--- src/pewf_pkg.sv ---
// Package for the particle event window filter.
// Holds field widths, operation codes, the input item type and default sizes.
// No dependencies.
package pewf_pkg;

    localparam int OP_W   = 2;
    localparam int SLOT_W = 2;
    localparam int CODE_W = 24;
    localparam int ETA_W  = 16;
    localparam int PT_W   = 20;
    localparam int MULT_W = 8;

    localparam int DEF_NUM_ENTRIES = 4;
    localparam int DEF_COUNT_BITS  = 8;

    typedef enum logic [OP_W-1:0] {
        OP_PARTICLE  = 2'd0,
        OP_LOAD_KIN  = 2'd1,
        OP_LOAD_MULT = 2'd2,
        OP_UNUSED    = 2'd3
    } t_op;

    // One registered input transaction
    typedef struct packed {
        t_op                       op;
        logic [SLOT_W-1:0]         slot;
        logic signed [CODE_W-1:0]  flavour;
        logic signed [ETA_W-1:0]   eta;
        logic signed [ETA_W-1:0]   eta_upper;
        logic [PT_W-1:0]           pt;
        logic [PT_W-1:0]           pt_upper;
        logic [MULT_W-1:0]         count_min;
        logic [MULT_W-1:0]         count_max;
        logic                      entry_enable;
        logic                      final_state;
        logic                      end_of_event;
    } t_item;

endpackage

--- src/pewf_crit_table.sv ---
// Criterion table: entry storage, load decode, match counting and event judgment.
// Depends on pewf_pkg.
module pewf_crit_table #(
    parameter int NUM_ENTRIES = pewf_pkg::DEF_NUM_ENTRIES,
    parameter int COUNT_BITS  = pewf_pkg::DEF_COUNT_BITS
) (
    input  logic           i_clk,
    input  logic           i_rst_n,
    input  logic           i_fire,
    input  pewf_pkg::t_item i_item,
    output logic           o_event_pass
);
    import pewf_pkg::*;

    localparam int CMP_W = (COUNT_BITS > MULT_W) ? COUNT_BITS : MULT_W;
    localparam logic [COUNT_BITS-1:0] COUNT_SAT = {COUNT_BITS{1'b1}};

    logic                     r_valid   [NUM_ENTRIES];
    logic [CODE_W-1:0]        r_code    [NUM_ENTRIES];
    logic signed [ETA_W-1:0]  r_eta_lo  [NUM_ENTRIES];
    logic signed [ETA_W-1:0]  r_eta_hi  [NUM_ENTRIES];
    logic [PT_W-1:0]          r_pt_lo   [NUM_ENTRIES];
    logic [PT_W-1:0]          r_pt_hi   [NUM_ENTRIES];
    logic [MULT_W-1:0]        r_mult_lo [NUM_ENTRIES];
    logic [MULT_W-1:0]        r_mult_hi [NUM_ENTRIES];
    logic [COUNT_BITS-1:0]    r_count   [NUM_ENTRIES];
    logic [COUNT_BITS-1:0]    n_count   [NUM_ENTRIES];

    logic [NUM_ENTRIES-1:0] hit;
    logic [NUM_ENTRIES-1:0] sel;
    logic [NUM_ENTRIES-1:0] in_win;
    logic                   counted;

    assign counted = (i_item.op == OP_PARTICLE) && i_item.final_state;

    // Compare the particle against every entry in parallel
    always_comb begin
        for (int i = 0; i < NUM_ENTRIES; i++) begin
            hit[i]    = r_valid[i] && (r_code[i] == i_item.flavour);
            in_win[i] = (i_item.eta >= r_eta_lo[i]) && (i_item.eta <= r_eta_hi[i]) &&
                        (i_item.pt >= r_pt_lo[i]) && (i_item.pt <= r_pt_hi[i]);
        end
    end

    // Pick the lowest enabled entry with the code
    always_comb begin
        logic taken;
        taken = 1'b0;
        for (int i = 0; i < NUM_ENTRIES; i++) begin
            sel[i] = hit[i] && !taken;
            taken  = taken || hit[i];
        end
    end

    // Advance counts, saturating
    always_comb begin
        for (int i = 0; i < NUM_ENTRIES; i++) begin
            if (counted && sel[i] && in_win[i] && (r_count[i] != COUNT_SAT)) begin
                n_count[i] = r_count[i] + 1'b1;
            end else begin
                n_count[i] = r_count[i];
            end
        end
    end

    // Judge the event on the counts including this particle
    always_comb begin
        logic [CMP_W-1:0] cnt;
        o_event_pass = 1'b1;
        for (int i = 0; i < NUM_ENTRIES; i++) begin
            cnt = CMP_W'(n_count[i]);
            if (r_valid[i] && ((cnt == '0) || (cnt < CMP_W'(r_mult_lo[i])) ||
                               (cnt > CMP_W'(r_mult_hi[i])))) begin
                o_event_pass = 1'b0;
            end
        end
    end

    // Hold entries and counts; apply loads and particle updates
    always_ff @(posedge i_clk) begin
        if (!i_rst_n) begin
            for (int i = 0; i < NUM_ENTRIES; i++) begin
                r_valid[i]   <= 1'b0;
                r_code[i]    <= '0;
                r_eta_lo[i]  <= {1'b1, {(ETA_W-1){1'b0}}};
                r_eta_hi[i]  <= {1'b0, {(ETA_W-1){1'b1}}};
                r_pt_lo[i]   <= '0;
                r_pt_hi[i]   <= '1;
                r_mult_lo[i] <= '0;
                r_mult_hi[i] <= '1;
                r_count[i]   <= '0;
            end
        end else if (i_fire) begin
            for (int i = 0; i < NUM_ENTRIES; i++) begin
                unique case (i_item.op)
                    OP_PARTICLE: begin
                        r_count[i] <= i_item.end_of_event ? '0 : n_count[i];
                    end
                    OP_LOAD_KIN: begin
                        if (32'(i_item.slot) == i) begin
                            r_code[i]   <= i_item.flavour;
                            r_eta_lo[i] <= i_item.eta;
                            r_eta_hi[i] <= i_item.eta_upper;
                            r_pt_lo[i]  <= i_item.pt;
                            r_pt_hi[i]  <= i_item.pt_upper;
                        end
                    end
                    OP_LOAD_MULT: begin
                        if (32'(i_item.slot) == i) begin
                            r_mult_lo[i] <= i_item.count_min;
                            r_mult_hi[i] <= i_item.count_max;
                            r_valid[i]   <= i_item.entry_enable;
                        end
                    end
                    default: begin
                    end
                endcase
            end
        end
    end

endmodule

--- src/particle_event_window_filter_unit.sv ---
// Top level of the particle event window filter.
// Depends on pewf_pkg and pewf_crit_table.
//
// Usage:
//   Input channel i_in_valid / o_in_ready carries one transaction per cycle:
//   a particle (op particle), or a load of an entry's code and kinematic
//   windows, or a load of its multiplicity window and enable bit.
//   Output channel o_out_valid / i_out_ready carries one event_pass result
//   for each particle transaction that has end_of_event set.
//   Path: an accepted transaction is registered in the input register,
//   processed there against all entries in parallel, and its result is
//   loaded into the output register once that register is free.
//   Throughput: one transaction per cycle, unless an end-of-event particle
//   waits behind a stalled result; the compare, count and judge path
//   between input and output registers is combinational.
//   Reset: entries return to their open windows and are disabled, counts
//   clear, both registers empty; the block is ready right after reset.
//   Stall: while a result waits, transactions that give no result keep
//   flowing; an end-of-event particle waits in the input register until
//   the output register frees, and o_in_ready stays low while it waits.
module particle_event_window_filter_unit #(
    parameter int NUM_ENTRIES = pewf_pkg::DEF_NUM_ENTRIES,
    parameter int COUNT_BITS  = pewf_pkg::DEF_COUNT_BITS
) (
    input  logic                                i_clk,
    input  logic                                i_rst_n,
    input  logic                                i_in_valid,
    output logic                                o_in_ready,
    input  logic [pewf_pkg::OP_W-1:0]           i_op,
    input  logic [pewf_pkg::SLOT_W-1:0]         i_slot,
    input  logic signed [pewf_pkg::CODE_W-1:0]  i_flavour,
    input  logic signed [pewf_pkg::ETA_W-1:0]   i_eta,
    input  logic signed [pewf_pkg::ETA_W-1:0]   i_eta_upper,
    input  logic [pewf_pkg::PT_W-1:0]           i_pt,
    input  logic [pewf_pkg::PT_W-1:0]           i_pt_upper,
    input  logic [pewf_pkg::MULT_W-1:0]         i_count_min,
    input  logic [pewf_pkg::MULT_W-1:0]         i_count_max,
    input  logic                                i_entry_enable,
    input  logic                                i_final_state,
    input  logic                                i_end_of_event,
    output logic                                o_out_valid,
    input  logic                                i_out_ready,
    output logic                                o_event_pass
);
    import pewf_pkg::*;

    t_item r_item;
    logic  r_item_valid;
    logic  r_out_valid;
    logic  r_pass;
    logic  n_pass;
    logic  gives_result;
    logic  out_free;
    logic  fire;

    assign gives_result = (r_item.op == OP_PARTICLE) && r_item.end_of_event;
    assign out_free     = !r_out_valid || i_out_ready;
    assign fire         = r_item_valid && (!gives_result || out_free);
    assign o_in_ready   = !r_item_valid || fire;

    // Capture the input transaction
    always_ff @(posedge i_clk) begin
        if (!i_rst_n) begin
            r_item_valid <= 1'b0;
        end else if (o_in_ready) begin
            r_item_valid <= i_in_valid;
        end
    end

    always_ff @(posedge i_clk) begin
        if (i_in_valid && o_in_ready) begin
            r_item.op           <= t_op'(i_op);
            r_item.slot         <= i_slot;
            r_item.flavour      <= i_flavour;
            r_item.eta          <= i_eta;
            r_item.eta_upper    <= i_eta_upper;
            r_item.pt           <= i_pt;
            r_item.pt_upper     <= i_pt_upper;
            r_item.count_min    <= i_count_min;
            r_item.count_max    <= i_count_max;
            r_item.entry_enable <= i_entry_enable;
            r_item.final_state  <= i_final_state;
            r_item.end_of_event <= i_end_of_event;
        end
    end

    pewf_crit_table #(
        .NUM_ENTRIES (NUM_ENTRIES),
        .COUNT_BITS  (COUNT_BITS)
    ) u_table (
        .i_clk        (i_clk),
        .i_rst_n      (i_rst_n),
        .i_fire       (fire),
        .i_item       (r_item),
        .o_event_pass (n_pass)
    );

    // Hold the result until the receiver takes it
    always_ff @(posedge i_clk) begin
        if (!i_rst_n) begin
            r_out_valid <= 1'b0;
        end else if (fire && gives_result) begin
            r_out_valid <= 1'b1;
        end else if (i_out_ready) begin
            r_out_valid <= 1'b0;
        end
    end

    always_ff @(posedge i_clk) begin
        if (fire && gives_result) begin
            r_pass <= n_pass;
        end
    end

    assign o_out_valid  = r_out_valid;
    assign o_event_pass = r_pass;

endmodule

--- config.mk ---
export PLATFORM = sky130hd
export DESIGN_NAME = particle_event_window_filter_unit
export DESIGN_NICKNAME = d
export VERILOG_FILES = /design/src/pewf_pkg.sv /design/src/pewf_crit_table.sv /design/src/particle_event_window_filter_unit.sv
export SDC_FILE = /design/constraint.sdc
export NUM_CORES = 1
export LEC_CHECK = 0
export ABC_AREA = 1
export BUFFER_PORTS_ARGS = -buffer_cell sky130_fd_sc_hd__buf_2
export CAP_MARGIN = 5
export CORE_MARGIN = 3
export CORE_UTILIZATION = 30
export CTS_CLUSTER_DIAMETER = 80
export DETAILED_ROUTE_END_ITERATION = 12
export PLACE_DENSITY = 0.45
export SLEW_MARGIN = 25
export SYNTH_ARGS = -nofsm -noshare
export SYNTH_HDL_FRONTEND = slang
export SYNTH_SLANG_ARGS = --single-unit
--- constraint.sdc ---
create_clock -name i_clk -period 9.06 [get_ports i_clk]
set_input_delay 1.812 -clock i_clk [delete_from_list [all_inputs] [get_ports i_clk]]
set_output_delay 1.812 -clock i_clk [all_outputs]
set_load 0.05 [all_outputs]
==> results.md, run 1 <==
- Worst-margin pin slew: 0.892 ns
- R2r worst-path depth: 24
- EDFF count, synth: 601
- Vias/cell: 4.52
- Finished Layout Cells: 5550
- VDD IR max: 0.134 mV
- WL final: 98600 um
- Worst hold-check path type: register to register
- Yosys reg bits: 606
- CP required: 7.25 ns
- Net Sw Frac: 25.1%
- Diodes inserted: 0
- Syn. warnings: 0
- Die H: 345 um
- Reg power frac: 45.5%
- Total die area: 0.119 mm^2
- RSZ-0062 raised after global routing: false
- Final Setup Violations: 0
- CTS Buf Count: 81
- Routed WL per cell: 17.8 um
- Drt initial violations: 1641
- Final Critical Period: 4.52 ns
- Yosys top cell area share: 52.5%
- Sw Pwr: 1.80 mW
- Final core occ: 35.0%
- Crit. End Element: output pin
- Grt ovf: 0
- Max Buffers Root-to-Sink: 3
- Hold Violations, Final: 0
- Initial Util: 30.4%
- Layout cells sized above 1: 8.17%
- # IOs: 126
- Clock share of power: 46.5%
- Root buf cell: clkbuf_16
- Synth async-reset ratio: 0%
- Clk slew on worst S/H paths: 0.06 ns
- Cell variety after synth: 48
- Yosys top cell by area: edfxtp_1
- Hold Path Depth: 2
- Worst-path maximum fanout: 2
- Core footprint: 0.113 mm^2
- Critical path class: input port to output pin
- Worst skew pair latency: 0.66 ns
- Combinational share of power: 8.0%
- Placed cells: 5405
- Sequential area share after synthesis: 52.8%
- Syn_nets: 4283
- Die X: 345 um
- Post-CTS Resized: 0
- Floorplan row count: 123
- Antenna-violating nets left: 0
- RePlAce Congestion: 0.899
- Post-DP HPWL: 70600 um
- Remaining DRCs: 0
- GRT Total Usage: 16.7%
- Area Growth Syn to Fin: 15.3%
- Dominant cells by area after synthesis: edfxtp_1 (52%), ha_1 (13%), nand2_1 (10%), inv_1 (7.7%), nor2_1 (6.3%)
- Peak Freq: 221 MHz
- Cell internal pwr: 5.37 mW
- CTS tree: built
- Post-synth top flop: edfxtp_1
- Final Max Slew Viols: 0
- First-pass GRT wire length: 149000 um
- Period utilisation layout: 49.9%
- Post-CTS Setup Repair Bufs: 0
- Slew Limit Headroom: 40.5%
- Synthesized area per cell: 9.03 um^2
- Pwr per Cell Area: 181 mW/mm^2
- Initial antenna violation count: 2
- Most common cell in the synthesized netlist: nand2_1
- Max-Cap Viols: 0
- Drt first pass iters: 5
- Status: finished, final reports clean
- Post-Synthesis Cells: 3808
- Nets: 4463
- # hold bufs at CTS: 0
- Detailed-route via count: 25.1k
- Post-Syn Area: 0.0344 mm^2
- Largest net degree at the start of global routing: 62
- CTS sink cnt: 606
- Setup TNS: 0 ns
- Layout Skew: 0.0408 ns
- Port Buffers: 125
- Leakage: 18.7 nW
- Element type at the critical path start: input port
- H-Tree Level Count: 3
- Top cell types by occurrence after synthesis: nand2_1 (944), inv_1 (704), edfxtp_1 (601)
- Number of global-route vias before repair: 24.6k
- WP data arrival: 2.71 ns
[routing by layer]
layer  share of wire (%)  vias up  global-route usage (%)
met2                  46      477                    27.4
met1                  47    11800                    23.2
met3                 4.3      140                    2.31
met5               0.013        -                       0
li1                    -    12700                       -
met4                 2.5        2                    4.64
[kinds of logic (layout without fill, tap and decap cells)]
group	Yosys count	in the layout	synth area share (%)
flops	606	606	52.8
simple gates	1768	1768	20.8
buf+inv	785	1027	8.65
compound gates	266	266	4.15
xor+xnor	31	31	0.811
fa+ha+maj	352	352	12.8
[worst paths after layout]
check	slack [ns]	from	end
max reg2reg	4.55	r_item[90]$_DFFE_PP_	o_event_pass$_SDFFCE_PP0P_
min reg2reg	0.56	r_item[27]$_DFFE_PP_	u_table.r_pt_hi[0][8]$_SDFFCE_PN1P_
max	4.54	i_out_ready	o_in_ready
min	0.56	r_item[27]$_DFFE_PP_	u_table.r_pt_hi[0][8]$_SDFFCE_PN1P_
[cells in the final DEF, fill, tap and decap left out, types with 13 or more instances in the layout]
master and n:
buf_4 18, inv_2 29, nor3_1 23, inv_1 704, clkbuf_16 82, o21ai_0 65
nand2_1 940, nand3_1 99, a21oi_1 158, xor2_1 20, nand4_1 77, buf_2 125
ha_1 352, clkbuf_1 13, edfxtp_1 601, nor2_1 573, clkinv_1 15
[power groups by stage]
stage	sequential (mW)	combinational [mW]	clock, mW
after floorplan	3.29	0.369	0
after global placement	3.32	0.575	0
after detailed placement	3.32	0.579	0
after CTS	3.26	0.582	3.43
after global routing	3.27	0.663	3.54
final	3.26	0.572	3.33
[cell type report]
type / instances / area (um^2)
clock buffers: 96 / 2110
well taps: 1500 / 1880
repair buffers: 144 / 772
inverters: 738 / 2770
clock inverters: 49 / 611
fillers: 11700 / 73500
multi-input cells: 2417 / 13300
flip-flops and latches: 606 / 18100
[sequential cells by signal (all words and copies together), names as in the netlist]
register and cells:
u_table.r_mult_hi 32, u_table.r_pt_lo 80, u_table.r_pt_hi 80, u_table.r_mult_lo 32
u_table.r_eta_lo 64, o_out_valid 1, u_table.r_eta_hi 64, u_table.r_code 96
u_table.r_valid 4, u_table.r_count 32, r_item_valid 1, o_event_pass 1
r_item 119
[metrics by stage]
step / hold WS, ns / area (um^2) / power [mW] / setup WS [ns]
after floorplan: 0.499 / 34400 / 3.66 / 1.49
after global placement: 0.556 / 36900 / 3.89 / 4.47
after detailed placement: 0.558 / 36900 / 3.90 / 4.41
after CTS: 0.571 / 39600 / 7.28 / 4.52
after global routing: 0.596 / 39600 / 7.47 / 3.98
final: 0.555 / 39600 / 7.16 / 4.54
[critical path, stage by stage]
cell	delay [ns]
buf_2	0.10
nor2_1	0.15
nand3_1	0.11
nor2_1	0.23
inv_1	0.09
buf_2	0.22
No activity file was read; power rests on OpenSTA's default activity.
==> run 2, diff against run 1 <==
--- a/config.mk
+++ b/config.mk
@@ -12,7 +12,7 @@
 export CORE_UTILIZATION = 30
 export CTS_CLUSTER_DIAMETER = 80
 export DETAILED_ROUTE_END_ITERATION = 12
-export PLACE_DENSITY = 0.45
+export PLACE_DENSITY = 0.46
 export SLEW_MARGIN = 25
 export SYNTH_ARGS = -nofsm -noshare
 export SYNTH_HDL_FRONTEND = slang
==> constraint.sdc (replaced) <==
create_clock -name i_clk -period 4.02 [get_ports i_clk]
set_input_delay 0.804 -clock i_clk [delete_from_list [all_inputs] [get_ports i_clk]]
set_output_delay 0.804 -clock i_clk [all_outputs]
set_load 0.05 [all_outputs]
==> run 2 against run 1 <==
  * Sequential share of layout area shrank 2.4 points
  * Sequential power is 120% higher
  * Final cell count up 3.4%
  * Global-route usage grew 0.64 points
  * Critical path depth rose by 22
  * Clock skew is 0.022 ns higher
  * Combinational power increased to 2.8 times the previous value
  * Clock-buffer cell count down 3
  * Final area is 5.5% higher
  * Die area unchanged
  * Total power up 120%
  * Worst setup slack worse by 4.4 ns
  * Largest cell class unchanged
==> results.md, run 2 (synthesized netlist as in run 1, its figures left out) <==
- Drt first pass iters: 5
- RePlAce Congestion: 0.897
- Root buf cell: clkbuf_16
- Port Buffers: 125
- CP startpoint: r_item[82]$_DFFE_PP_
- Drt initial violations: 1571
- WL final: 104000 um
- Die X: 345 um
- Worst-margin pin slew: 0.821 ns
- Most frequent cells in the layout: nand2_1 (917), inv_1 (694), edfxtp_1 (601)
- Critical path's largest stage delay: 0.48 ns
- Hold Path Depth: 1
- Crit-path most repeated cell: nand2_1
- Area Growth Syn to Fin: 21.6%
- Clk slew on worst S/H paths: 0.06 ns
- Routed WL per cell: 18.1 um
- Number of global-route vias before repair: 25.7k
- Largest reg by FF count: r_item
- Pwr per Cell Area: 381 mW/mm^2
- Sw Pwr: 4.15 mW
- Period utilisation layout: 96.7%
- Largest net degree at the start of global routing: 61
- Layout cells sized above 1: 15.1%
- Slew Limit Headroom: 45.2%
- Core footprint: 0.113 mm^2
- Placed cell area: 0.0384 mm^2
- R2r worst-path depth: 28
- Reg area: 0.0181 mm^2
- Floorplan row count: 123
- CP required: 4.43 ns
- WP data arrival: 4.30 ns
- Reg2reg setup slack: 0.13 ns
- Final Critical Period: 3.89 ns
- Max Buffers Root-to-Sink: 3
- Element type at the critical path start: register
- # IOs: 126
- Hold Crit Start: i_flavour[0]
- Worst-path maximum fanout: 6
- GRT Total Usage: 17.4%
- Post-DP HPWL: 74700 um
- Grt ovf: 0
- Critical path class: register to register
- Detailed-route via count: 26.1k
- H-Tree Level Count: 3
- Net Sw Frac: 26.0%
- Slowest cell on crit path: edfxtp_1
- Nets: 4652
- Area occupied by multi-input gates: 0.0140 mm^2
- Leakage: 19.7 nW
- Worst hold-check path type: input port to register
- Cell internal pwr: 11.8 mW
- Worst skew pair latency: 0.67 ns
- VDD IR max: 0.289 mV
- Total die area: 0.119 mm^2
- CTS Buf Count: 78
- Die H: 345 um
- Placed cells: 5576
- First-pass GRT wire length: 156000 um
- Crit. End Element: register
- Final Setup Violations: 0
- Fill count: 11.6k
- Status: finished, final reports clean
- Initial Util: 30.4%
- RSZ-0062 raised after global routing: true
- Reg-to-reg endpoint: o_event_pass$_SDFFCE_PP0P_
- Peak Freq: 257 MHz
- Finished Layout Cells: 5738
- Largest regs: r_item (119), u_table.r_code (96)
- Antenna-violating nets left: 0
- Reg power frac: 45.7%
- Commonest non-fill, non-tap cell in the layout: nand2_1
- Hold EP: r_item[91]$_DFFE_PP_
- Remaining DRCs: 0
- Hold Violations, Final: 0
- Final instance area: 0.0418 mm^2
- Layout Skew: 0.0624 ns
- Vias/cell: 4.55
- Combinational share of power: 10.0%
- Max-Cap Viols: 0
- Initial antenna violation count: 1
- Final core occ: 37.0%
- CTS sink cnt: 606
- R2r startpoint: r_item[82]$_DFFE_PP_
- Diodes inserted: 0
- Largest register FFs: 119
- CTS tree: built
- Clock share of power: 44.3%
- Final Max Slew Viols: 0
-- run 2: worst max path at each step --
stage / slack (ns) / to / depth (start not counted)
2_1_floorplan: 0.43 / u_table.r_code[1][0]$_SDFFCE_PN0P_ / 2
3_3_place_gp: -0.15 / o_event_pass$_SDFFCE_PP0P_ / 25
3_5_place_dp: -0.13 / o_event_pass$_SDFFCE_PP0P_ / 23
4_1_cts: 0.006 / o_event_pass$_SDFFCE_PP0P_ / 25
5_1_grt: -0.12 / o_event_pass$_SDFFCE_PP0P_ / 26
6_report: 0.13 / o_event_pass$_SDFFCE_PP0P_ / 28
-- run 2: area by class of cell --
class	count	share of cell area, %
inverter	738	6.62
clock inverter	48	1.17
sequential	606	43.4
clock buffer	93	4.85
multi-input combinational	2417	33.6
timing repair buffer	336	5.91
tap	1500	4.49
-- run 2: worst max-delay path, delay by kind of cell (launching register included) --
family / cells / cell delay (ns)
flip-flops: 1 / 0.48
AND/OR/NAND/NOR: 14 / 1.32
AO/OA/AOI/OAI: 6 / 0.65
buffers and inverters: 6 / 0.68
adder cells (fa/ha/maj): 2 / 0.50
-- run 2: power groups by stage --
stage	clock [mW]	combinational (mW)	sequential, mW
finish	7.06	1.59	7.29
global route	7.48	1.80	7.31
CTS	7.24	1.54	7.29
detailed placement	0	1.53	7.42
global placement	0	1.52	7.42
floorplan	0	0.833	7.42
-- run 2: what timing repair did --
action                                  in CTS  in global routing
gates resized for setup                      9                157
pin swaps                                    1                 67
endpoints found under the setup margin       1                  1
setup buffers                                2                 19
hold buffers                                 0                  0
endpoints found under the hold margin        0                  0
-- run 2: layer usage --
layer	track usage [%]	part of all wire (%)
met5	0	0.013
met4	4.19	2.0
met3	2.38	3.9
met2	29.3	47
met1	23.6	47
-- run 2: stage by stage --
step           setup TNS, ns  total power, mW  hold WS, ns  setup WS (ns)
2_1_floorplan              0             8.25        0.499          0.434
3_3_place_gp          -0.149             8.94        0.535         -0.149
3_5_place_dp          -0.127             8.94        0.544         -0.127
4_1_cts                    0             16.1        0.261        0.00626
5_1_grt               -0.119             16.6        0.264         -0.119
6_report                   0             15.9        0.311          0.133
==> run 3, diff against run 2 <==
--- a/config.mk
+++ b/config.mk
@@ -13,6 +13,7 @@
 export CTS_CLUSTER_DIAMETER = 80
 export DETAILED_ROUTE_END_ITERATION = 12
 export PLACE_DENSITY = 0.46
+export RECOVER_POWER = 25
 export SLEW_MARGIN = 25
 export SYNTH_ARGS = -nofsm -noshare
 export SYNTH_HDL_FRONTEND = slang
==> run 3 against run 2 <==
  * Critical path depth is 3 lower
  * Register-to-register slack hardly changed
  * The run now ends with max-capacitance violations, max-slew violations left
  * Worst setup slack got worse by 0.013 ns
  * Via count barely moved
  * Largest cell class unchanged
  * Clock-buffer cell count did not move
  * Flip-flop and latch count stayed put
==> results.md, run 3 (synthesized netlist as in run 1, its figures left out) <==
- Final core occ: 36.9%
- Placed cell area: 0.0384 mm^2
- RSZ-0062 raised after global routing: true
- Die H: 345 um
- CTS Buf Count: 78
- Final instance area: 0.0418 mm^2
- Worst skew pair latency: 0.67 ns
- Final WS setup: 0.121 ns
- Clk slew on worst S/H paths: 0.06 ns
- Most frequent cells in the layout: nand2_1 (917), inv_1 (694), edfxtp_1 (601)
- Largest net degree at the start of global routing: 61
- Remaining DRCs: 0
- Drt first pass iters: 5
- First-pass GRT wire length: 156000 um
- H-Tree Level Count: 3
- Crit. End Element: register
- Peak Freq: 256 MHz
- Slowest cell on crit path: edfxtp_1
- Period utilisation layout: 97.0%
- Largest reg by FF count: r_item
- VDD IR max: 0.289 mV
- Nets: 4652
- Floorplan row count: 123
- RePlAce Congestion: 0.897
- Diodes inserted: 0
- Status: finished, violations left
- Initial antenna violation count: 1
- Pwr Total: 15.9 mW
- Final Setup Violations: 0
- Hold Violations, Final: 0
- Pwr per Cell Area: 381 mW/mm^2
- Core footprint: 0.113 mm^2
- Worst hold-check path type: input port to register
- Root buf cell: clkbuf_16
- Area Growth Syn to Fin: 21.4%
- Leakage: 19.6 nW
- GRT Total Usage: 17.4%
- Max Buffers Root-to-Sink: 3
- Worst-path maximum fanout: 6
- Die X: 345 um
- Layout Skew: 0.0617 ns
- Layout cells sized above 1: 14.5%
- Final Max Slew Viols: 33
- Drt initial violations: 1579
- CTS tree: built
- WL final: 104000 um
- CP required: 4.43 ns
- Vias/cell: 4.55
- Final Critical Period: 3.90 ns
- Max-Cap Viols: 1
- Setup WS pre-CTS: -0.127 ns
- Detailed-route via count: 26.1k
- Number of global-route vias before repair: 25.7k
- Port Buffers: 125
- # IOs: 126
- WP data arrival: 4.31 ns
- Largest regs: r_item (119), u_table.r_code (96)
- Total die area: 0.119 mm^2
- Initial Util: 30.4%
- Critical path's largest stage delay: 0.49 ns
- Largest register FFs: 119
- Grt ovf: 0
- Worst-margin pin slew: 2.45 ns
- Post-DP HPWL: 74700 um
- Antenna-violating nets left: 0
- CTS sink cnt: 606
- Routed WL per cell: 18.1 um
- Crit-path most repeated cell: nand2_2
- Critical path class: register to register
- Failing checks: max-capacitance violations, max-slew violations
- Commonest non-fill, non-tap cell in the layout: nand2_1
- Slew Limit Headroom: -63.4%
- Element type at the critical path start: register
[run 3: cell types whose count changed in the layout (fill, tap and decap cells not counted)]
cell and change:
clkbuf_2 +1, buf_2 -22, buf_1 +1, buf_4 -7, o21ai_0 +1, o21ai_1 -1, nor2_4 -1, nor2_1 +1
clkbuf_1 +27
[run 3: per-stage QoR]
step,instances,setup TNS [ns],hold slack [ns]
after floorplan,3808,0,0.499
after global placement,5576,-0.149,0.535
after detailed placement,5576,-0.127,0.544
after CTS,5719,0,0.261
after global routing,5738,-0.119,0.264
final,5738,0,0.313
[run 3: path summary, 6_finish.rpt]
path | slack (ns) | endpoint | cells past startpoint | from
setup / recovery | 0.12 | o_event_pass$_SDFFCE_PP0P_ | 25 | r_item[58]$_DFFE_PP_
hold / removal | 0.31 | r_item[91]$_DFFE_PP_ | 1 | i_flavour[0]
setup reg to reg | 0.12 | o_event_pass$_SDFFCE_PP0P_ | 25 | r_item[58]$_DFFE_PP_
hold reg to reg | 0.55 | u_table.r_pt_hi[1][10]$_SDFFCE_PN1P_ | 2 | r_item[29]$_DFFE_PP_
[run 3: layer usage]
layer  track usage, %  vias up  wire length (um)
met5                0        -                13
met2             29.3      517             49000
met3             2.38      133              4040
met1             23.6    12400             48400
met4             4.19        2              2110
li1                 -    13100                 -
[run 3: where the power goes]
part	internal (mW)	switching [mW]
clock	4.08	2.97
sequential	7.16	0.127
combinational	0.540	1.04
total	11.8	4.14
[run 3: layout make-up]
cell class	instances	area, um^2
Inverter	738	2770
Tap cell	1500	1880
Sequential cell	606	18100
Clock inverter	48	490
Timing Repair Buffer	336	2420
Clock buffer	93	2030
Fill cell	11600	71400
Multi-Input combinational cell	2417	14000
[run 3: worst max-delay path: cells and delay by family, from the launching register on]
family	cells	cell delay [ns]
AND/OR/NAND/NOR	11	1.22
adder cells (fa/ha/maj)	2	0.60
AO/OA/AOI/OAI	8	0.94
flip-flops	1	0.49
buffers and inverters	4	0.41
[run 3: what timing repair did]
| action | 4_1_cts | 5_1_grt |
|---|---|---|
| setup endpoints to repair | 1 | 1 |
| setup buffers | 2 | 19 |
| resized for setup | 9 | 157 |
| pin swaps | 1 | 67 |
| cloned | 0 | 0 |
| hold buffers | 0 | 0 |
